===== src/rtl/cossim_pkg.sv =====
// Shared constants and controller/datapath interface types for the cosine similarity block.
`timescale 1ns / 1ps
`default_nettype none
package cossim_pkg;

  localparam int MAX_LEN_DEF = 512;
  localparam int ELEM_W      = 16;
  localparam int ACC_W       = 48;
  localparam int ROOT_W      = ACC_W / 2;
  localparam int SQRT_STEPS  = ROOT_W;
  localparam int DIV_STEPS   = 16;
  localparam int STEP_W      = $clog2(SQRT_STEPS);

  // Commands from the controller to the datapath.
  typedef struct packed {
    logic take;       // word accepted: register the products
    logic load;       // capture sums into the root and divide units, clear sums
    logic sqrt_step;  // one root digit for both norms
    logic mul;        // multiply the roots, seed the divider
    logic div_step;   // one quotient bit
    logic out_load;   // write the result register
  } cmd_t;

  // Status from the datapath to the controller.
  typedef struct packed {
    logic sqrt_last;
    logic div_last;
  } sts_t;

endpackage
`default_nettype wire


===== src/rtl/cossim_dp.sv =====
// Datapath: accumulators, two digit-serial square root lanes, root product and divider.
`timescale 1ns / 1ps
`default_nettype none
module cossim_dp #(
  parameter int MAX_LEN = cossim_pkg::MAX_LEN_DEF
) (
  input  wire logic                                   clk,
  input  wire logic                                   rst,
  input  wire cossim_pkg::cmd_t                       cmd,
  output cossim_pkg::sts_t                            sts,
  input  wire logic signed [cossim_pkg::ELEM_W-1:0]   elem_a,
  input  wire logic signed [cossim_pkg::ELEM_W-1:0]   elem_b,
  output logic signed [cossim_pkg::ELEM_W-1:0]        similarity,
  output logic                                        zero_norm,
  output logic                                        too_long
);
  import cossim_pkg::*;

  localparam int CNT_W  = $clog2(MAX_LEN + 2);
  localparam int PROD_W = 2 * ELEM_W;
  localparam int REM_W  = ROOT_W + 2;

  // Product stage.
  logic                     pv;
  logic signed [PROD_W-1:0] p_ab, p_aa, p_bb;

  // Accumulators.
  logic [ACC_W-1:0] dot_sum, norm_a_sum, norm_b_sum;
  logic [CNT_W-1:0] pair_count;

  // Captured at load.
  logic [ACC_W-1:0] mag;
  logic             neg;
  logic             long_flag;

  // Square root lanes: 0 for norm a, 1 for norm b.
  logic [ACC_W-1:0]  sq_src  [2];
  logic [REM_W-1:0]  sq_rem  [2];
  logic [ROOT_W-1:0] sq_root [2];
  logic [REM_W:0]    rem_sh  [2];
  logic [REM_W:0]    trial   [2];
  logic              sq_ge   [2];

  // Divider.
  logic [STEP_W-1:0]    step;
  logic [ACC_W-1:0]     prod;
  logic [ACC_W:0]       div_rem;
  logic [ACC_W:0]       div_sh;
  logic                 div_ge;
  logic [DIV_STEPS-1:0] quo;
  logic [ELEM_W-1:0]    sim_next;

  always_ff @(posedge clk) begin
    if (rst) begin
      pv <= 1'b0;
    end else begin
      pv <= cmd.take;
    end
  end

  always_ff @(posedge clk) begin
    if (cmd.take) begin
      p_ab <= elem_a * elem_b;
      p_aa <= elem_a * elem_a;
      p_bb <= elem_b * elem_b;
    end
  end

  always_ff @(posedge clk) begin
    if (rst) begin
      dot_sum    <= '0;
      norm_a_sum <= '0;
      norm_b_sum <= '0;
      pair_count <= '0;
    end else if (cmd.load) begin
      dot_sum    <= '0;
      norm_a_sum <= '0;
      norm_b_sum <= '0;
      pair_count <= '0;
    end else begin
      if (pv) begin
        dot_sum    <= dot_sum    + ACC_W'(p_ab);
        norm_a_sum <= norm_a_sum + ACC_W'(p_aa);
        norm_b_sum <= norm_b_sum + ACC_W'(p_bb);
      end
      // saturate one past the limit, enough to tell an over-long vector
      if (cmd.take && pair_count != CNT_W'(MAX_LEN + 1)) begin
        pair_count <= pair_count + 1'b1;
      end
    end
  end

  always_comb begin
    for (int i = 0; i < 2; i++) begin
      rem_sh[i] = {sq_rem[i][REM_W-2:0], sq_src[i][ACC_W-1 -: 2]};
      trial[i]  = {1'b0, sq_root[i], 2'b01};
      sq_ge[i]  = rem_sh[i] >= trial[i];
    end
  end

  always_ff @(posedge clk) begin
    if (cmd.load) begin
      sq_src[0]  <= norm_a_sum;
      sq_src[1]  <= norm_b_sum;
      sq_rem[0]  <= '0;
      sq_rem[1]  <= '0;
      sq_root[0] <= '0;
      sq_root[1] <= '0;
      neg        <= dot_sum[ACC_W-1];
      mag        <= dot_sum[ACC_W-1] ? (~dot_sum + 1'b1) : dot_sum;
      long_flag  <= pair_count > CNT_W'(MAX_LEN);
    end else if (cmd.sqrt_step) begin
      for (int i = 0; i < 2; i++) begin
        sq_src[i]  <= {sq_src[i][ACC_W-3:0], 2'b00};
        sq_rem[i]  <= sq_ge[i] ? REM_W'(rem_sh[i] - trial[i]) : REM_W'(rem_sh[i]);
        sq_root[i] <= {sq_root[i][ROOT_W-2:0], sq_ge[i]};
      end
    end
  end

  always_ff @(posedge clk) begin
    if (rst) begin
      step <= '0;
    end else if (cmd.load || cmd.mul) begin
      step <= '0;
    end else if (cmd.sqrt_step || cmd.div_step) begin
      step <= step + 1'b1;
    end
  end

  assign sts.sqrt_last = step == STEP_W'(SQRT_STEPS - 1);
  assign sts.div_last  = step == STEP_W'(DIV_STEPS - 1);

  // First step compares without a shift: a set top bit means the ratio reached one.
  always_comb begin
    div_sh = (step == '0) ? div_rem : {div_rem[ACC_W-1:0], 1'b0};
    div_ge = div_sh >= {1'b0, prod};
  end

  always_ff @(posedge clk) begin
    if (cmd.mul) begin
      prod    <= sq_root[0] * sq_root[1];
      div_rem <= {1'b0, mag};
      quo     <= '0;
    end else if (cmd.div_step) begin
      div_rem <= div_ge ? (div_sh - {1'b0, prod}) : div_sh;
      quo     <= {quo[DIV_STEPS-2:0], div_ge};
    end
  end

  always_comb begin
    if (neg) begin
      sim_next = quo[DIV_STEPS-1] ? {1'b1, {(ELEM_W-1){1'b0}}} : ELEM_W'(~quo + 1'b1);
    end else begin
      sim_next = quo[DIV_STEPS-1] ? {1'b0, {(ELEM_W-1){1'b1}}} : ELEM_W'(quo);
    end
  end

  always_ff @(posedge clk) begin
    if (cmd.out_load) begin
      if (sq_root[0] == '0 || sq_root[1] == '0) begin
        similarity <= '0;
        zero_norm  <= 1'b1;
      end else begin
        similarity <= signed'(sim_next);
        zero_norm  <= 1'b0;
      end
      too_long <= long_flag;
    end
  end

endmodule
`default_nettype wire


===== src/rtl/cossim_ctrl.sv =====
// Controller: sequences accumulate, root, multiply, divide and result hand-off.
`timescale 1ns / 1ps
`default_nettype none
module cossim_ctrl (
  input  wire logic             clk,
  input  wire logic             rst,
  input  wire logic             in_valid,
  output logic                  in_stall,
  input  wire logic             last_pair,
  output logic                  out_valid,
  input  wire logic             out_stall,
  output cossim_pkg::cmd_t      cmd,
  input  wire cossim_pkg::sts_t sts
);
  import cossim_pkg::*;

  typedef enum logic [6:0] {
    S_ACC   = 7'b0000001,
    S_FLUSH = 7'b0000010,
    S_LOAD  = 7'b0000100,
    S_SQRT  = 7'b0001000,
    S_MUL   = 7'b0010000,
    S_DIV   = 7'b0100000,
    S_OUT   = 7'b1000000
  } state_t;

  state_t state, state_next;
  logic   take;
  logic   slot_free;

  assign in_stall  = state != S_ACC;
  assign take      = in_valid && !in_stall;
  assign slot_free = !out_valid || !out_stall;

  always_comb begin
    state_next = state;
    unique case (state)
      S_ACC:   if (take && last_pair) state_next = S_FLUSH;
      S_FLUSH: state_next = S_LOAD;
      S_LOAD:  state_next = S_SQRT;
      S_SQRT:  if (sts.sqrt_last) state_next = S_MUL;
      S_MUL:   state_next = S_DIV;
      S_DIV:   if (sts.div_last) state_next = S_OUT;
      S_OUT:   if (slot_free) state_next = S_ACC;
      default: state_next = S_ACC;
    endcase
  end

  always_comb begin
    cmd           = '0;
    cmd.take      = take;
    cmd.load      = state == S_LOAD;
    cmd.sqrt_step = state == S_SQRT;
    cmd.mul       = state == S_MUL;
    cmd.div_step  = state == S_DIV;
    cmd.out_load  = (state == S_OUT) && slot_free;
  end

  always_ff @(posedge clk) begin
    if (rst) begin
      state     <= S_ACC;
      out_valid <= 1'b0;
    end else begin
      state <= state_next;
      if (cmd.out_load) begin
        out_valid <= 1'b1;
      end else if (!out_stall) begin
        out_valid <= 1'b0;
      end
    end
  end

`ifndef SYNTH
  a_last_flush: assert property (@(posedge clk) disable iff (rst)
    (take && last_pair) |=> (state == S_FLUSH))
    else $error("last word did not start the result sequence");
  a_no_overwrite: assert property (@(posedge clk) disable iff (rst)
    cmd.out_load |-> (!out_valid || !out_stall))
    else $error("result register written while a result waits");
  a_rose_from_out: assert property (@(posedge clk) disable iff (rst)
    $rose(out_valid) |-> ($past(state) == S_OUT))
    else $error("result appeared outside the hand-off state");
`endif

endmodule
`default_nettype wire


===== src/rtl/cosine_similarity.sv =====
// Top level of the cosine similarity block: controller and datapath.
`timescale 1ns / 1ps
`default_nettype none
// Cosine similarity of two Q1.15 vectors. One element pair is accepted per cycle
// while a vector streams in; the word with last_pair set closes the vector. After
// that word the input stalls while the product stage is flushed and the sums are
// captured, the digit-serial square roots of both norms are taken (one root bit
// per cycle), the roots are multiplied, the restoring divider runs (one quotient
// bit per cycle) and the result register is written. The stall lasts longer
// while the previous result still waits at the output. The result is Q1.15
// saturated; zero_norm reports a zero norm (similarity then 0) and too_long
// reports more than MAX_LEN pairs.
module cosine_similarity #(
  parameter int MAX_LEN = cossim_pkg::MAX_LEN_DEF
) (
  input  wire logic                                 clk,
  input  wire logic                                 rst,
  input  wire logic                                 in_valid,
  output logic                                      in_stall,
  input  wire logic signed [cossim_pkg::ELEM_W-1:0] elem_a,
  input  wire logic signed [cossim_pkg::ELEM_W-1:0] elem_b,
  input  wire logic                                 last_pair,
  output logic                                      out_valid,
  input  wire logic                                 out_stall,
  output logic signed [cossim_pkg::ELEM_W-1:0]      similarity,
  output logic                                      zero_norm,
  output logic                                      too_long
);
  import cossim_pkg::*;

  cmd_t cmd;
  sts_t sts;

  cossim_ctrl u_ctrl (
    .clk       (clk),
    .rst       (rst),
    .in_valid  (in_valid),
    .in_stall  (in_stall),
    .last_pair (last_pair),
    .out_valid (out_valid),
    .out_stall (out_stall),
    .cmd       (cmd),
    .sts       (sts)
  );

  cossim_dp #(
    .MAX_LEN (MAX_LEN)
  ) u_dp (
    .clk        (clk),
    .rst        (rst),
    .cmd        (cmd),
    .sts        (sts),
    .elem_a     (elem_a),
    .elem_b     (elem_b),
    .similarity (similarity),
    .zero_norm  (zero_norm),
    .too_long   (too_long)
  );

endmodule
`default_nettype wire

===== config.mk =====
export PLATFORM = sky130hd
export DESIGN_NAME = cosine_similarity
export DESIGN_NICKNAME = d
export VERILOG_FILES = /design/src/rtl/cossim_pkg.sv /design/src/rtl/cossim_dp.sv /design/src/rtl/cossim_ctrl.sv /design/src/rtl/cosine_similarity.sv
export SDC_FILE = /design/constraint.sdc
export NUM_CORES = 2
export LEC_CHECK = 0
export BUFFER_PORTS_ARGS = -buffer_cell sky130_fd_sc_hd__buf_2
export CAP_MARGIN = 25
export CORE_AREA = 2 2 376 378
export DETAILED_ROUTE_END_ITERATION = 10
export DIE_AREA = 0 0 378 380
export HOLD_SLACK_MARGIN = 0.02
export PLACE_DENSITY = 0.87
export SYNTH_ARGS = -nofsm -noshare
export SYNTH_HDL_FRONTEND = slang
export SYNTH_SLANG_ARGS = --single-unit

===== constraint.sdc =====
create_clock -name clk -period 9.35 [get_ports clk]
set_input_delay 0.4675 -clock clk [delete_from_list [all_inputs] [get_ports clk]]
set_output_delay 0.4675 -clock clk [all_outputs]
set_load 0.02 [all_outputs]

==> run metrics <==
DRT iter0 DRCs=roughly 5.4k; Max Fclk=0.1162 GHz; die area=around 140000 µm²; post-synthesis register bit count=approximately 640; Hold Crit Class=in -> reg; Worst slew margin=0.3110; max incr delay on CP=0.79 ns; Area growth syn-to-layout=5.486%; Synth Area per Inst=between 9 and 10 µm²; DRC violations left=0; endpoints failing setup=0; Hold Startpoint=out_stall; worst slew pin tran=between 1 and 1.5 ns; Slew Limit Fails=0; core area=139200 µm²; number of cells on the worst hold path=3; Via density=5.868; endpoints failing hold=0; status=complete, no violations; RSZ-0062 raised after global routing=no; cell count of the worst reg-to-reg path=27; vias=63.80k; Port-buffer cells=56; Syn Inst Count=between 9k and 10k; commonest non-fill, non-tap cells in the layout=inv_1 (1615), fa_1 (1225), nand2_1 (1113); Crit Path Category=reg -> reg; FF-to-FF Start=u_dp.sq_root[0][9]$_SDFFCE_PN0P_; post-CTS sizing=0; Worst VDD drop=0.8781 mV; clock sink count=about 640; Arr. time, crit path=9.05 ns; dominant synthesized flop cell=edfxtp_1; deepest clock path buffer count=3; RR Endpoint=u_dp.prod[46]$_DFFE_PP_; antenna-violating nets left=0; HPWL after detailed placement=between 150 and 200 mm; post-synthesis cell area=between 80000 and 90000 µm²; register area share after synthesis=0.2076; Unique masters post-synth=83; io pins=57; fin crit period=8.607 ns; Placer Congestion=1.001; depth of the CTS H-tree=3; max cap viols=0; layout cells sized above 1=0.04280; Global Route Usage Sum=0.3114; CP required=9.79 ns; first-pass GRT wire length=between 300 and 400 mm; fin util=0.6307; CP Capture Type=flip-flop; WHS Endpoint=u_ctrl.out_valid$_SDFFE_PP0P_; initial antenna violation count=7; CTS root buf=clkbuf_16; commonest non-fill, non-tap cell in the layout=inv_1; CP max stage cell=edfxtp_1; Worst-Skew Late Latency=0.71 ns; nets=10.87k; clock-pin slew on the worst setup and hold paths=0.06 ns; Max FO, Critical Path=13; vias in the first global route=67.22k; setup TNS=0 ns; reg2reg setup slack=approximately 0.74 ns; skew final=about 0.06 ns; largest net degree at the start of global routing=147; period utilisation layout=0.9205; Leakage=0.04229 µW; synth warn=0; DR pass1 iterations=6; ys async rst share=0; postcts setup bufs=0; WL final=220.3 mm; Die H=~380 µm; wire length per cell=~20 µm; FP Rows=roughly 140; Post-synth EDFFs=around 450; Initial Utilization=0.5979; total chip power=29890 µW; Startpoint Class=flip-flop; syn nets=11.01k; hold buffer count at cts=0; PD cells=around 340 nW/µm²; Horiz. Die Dim=378 µm; CTS tree=yes; global route overflow=0; Num CTS Buffers=73
[worst max path at each step]
stage	startpoint	end	slack [ns]	cells past startpoint
final	u_dp.sq_root[0][9]$_SDFFCE_PN0P_	u_dp.prod[46]$_DFFE_PP_	0.74	27
after global routing	u_dp.sq_root[0][9]$_SDFFCE_PN0P_	u_dp.prod[46]$_DFFE_PP_	0.43	27
after CTS	u_dp.sq_root[0][9]$_SDFFCE_PN0P_	u_dp.prod[46]$_DFFE_PP_	0.82	27
after detailed placement	u_dp.sq_root[0][9]$_SDFFCE_PN0P_	u_dp.prod[46]$_DFFE_PP_	0.89	27
after global placement	u_dp.sq_root[0][9]$_SDFFCE_PN0P_	u_dp.prod[46]$_DFFE_PP_	0.85	27
after floorplan	u_ctrl.state[1]$_SDFFE_PP0P_	u_dp.sq_rem[0][0]$_SDFFCE_PN0P_	1.54	5
[cell families after synthesis]
kind of cell | Yosys count | synth area share
compound gates | 1308 | 0.1006
xor+xnor | 426 | 0.04483
fa+ha+maj | 1896 | 0.3956
buf+inv | 2022 | 0.09126
flops | 637 | 0.2076
mux | 180 | 0.02242
simple gates | 2611 | 0.1377
[cells in the mapped netlist, types with 19 or more instances]
master	instances	share of area
a211oi_1	49	0.0044
a21o_1	215	0.019
a21oi_1	392	0.024
a31oi_1	45	0.0034
and2_1	191	0.014
and3_1	27	0.0020
buf_1	39	0.0018
clkbuf_1	346	0.016
dfxtp_1	185	0.045
edfxtp_1	452	0.16
fa_1	1225	0.29
ha_1	671	0.10
inv_1	1619	0.073
mux2_2	51	0.0069
mux2i_1	129	0.016
nand2_1	1113	0.050
nand2b_1	54	0.0041
nand3_1	65	0.0039
nand4_1	78	0.0059
nor2_1	834	0.038
nor2b_1	53	0.0040
nor3_1	58	0.0035
nor4_1	26	0.0020
o21a_1	52	0.0047
o21ai_0	260	0.016
o21bai_1	66	0.0060
o31ai_1	25	0.0023
or2_2	19	0.0014
or3_1	30	0.0023
xnor2_1	298	0.031
xor2_1	128	0.013
[area by class of cell]
class / instances / area [µm²]
repair buffers: 170 / 1189
clock buffers: 104 / 2044
clock inverters: 31 / 385.4
multi-input cells: 6421 / 58400
well taps: 1876 / 2347
fillers: 11170 / 51400
diodes: 1 / 2.502
flip-flops and latches: 637 / 17280
inverters: 1633 / 6136
[worst max-delay path, delay by kind of cell, from the launching register on]
family	cells	cell delay (ns)
flops	1	0.79
buf+inv	8	1.03
fa+ha+maj	8	3.77
xor+xnor	1	0.10
simple gates	4	0.64
compound gates	6	2.00
[registers in the layout (all words and copies together) (netlist names), 32 cells and up]
register,flops
u_dp.mag,48
u_dp.p_ab,32
u_dp.dot_sum,48
u_dp.norm_b_sum,48
u_dp.div_rem,49
u_dp.sq_src,96
u_dp.prod,48
u_dp.norm_a_sum,48
u_dp.sq_rem,50
u_dp.sq_root,48
[report_power, final]
group / switching (µW) / internal, µW
registers: 315 / 4460
logic: 12900 / 9250
clock network: 1290 / 1640
total: 14500 / 15400
[per-layer routing]
| layer | global-route usage | share of wire | up-vias |
|---|---|---|---|
| li1 | - | - | 28730 |
| met1 | 0.3921 | 0.38 | 31720 |
| met2 | 0.5197 | 0.48 | 2719 |
| met3 | 0.05212 | 0.081 | 624 |
| met4 | 0.1538 | 0.055 | 10 |
| met5 | 0 | 0.00030 | - |
[metrics by stage]
stage,instance area (µm²),hold slack [ns],setup slack (ns),cells
2_1_floorplan,83230,0.4003,1.540,9080
5_1_grt,87790,0.06754,0.4254,10870
3_3_place_gp,85290,0.4100,0.8548,10730
4_1_cts,87770,0.02450,0.8153,10870
3_5_place_dp,85340,0.4169,0.8887,10740
6_report,87790,0.07242,0.7430,10870
(Power assumes the default switching activity.)
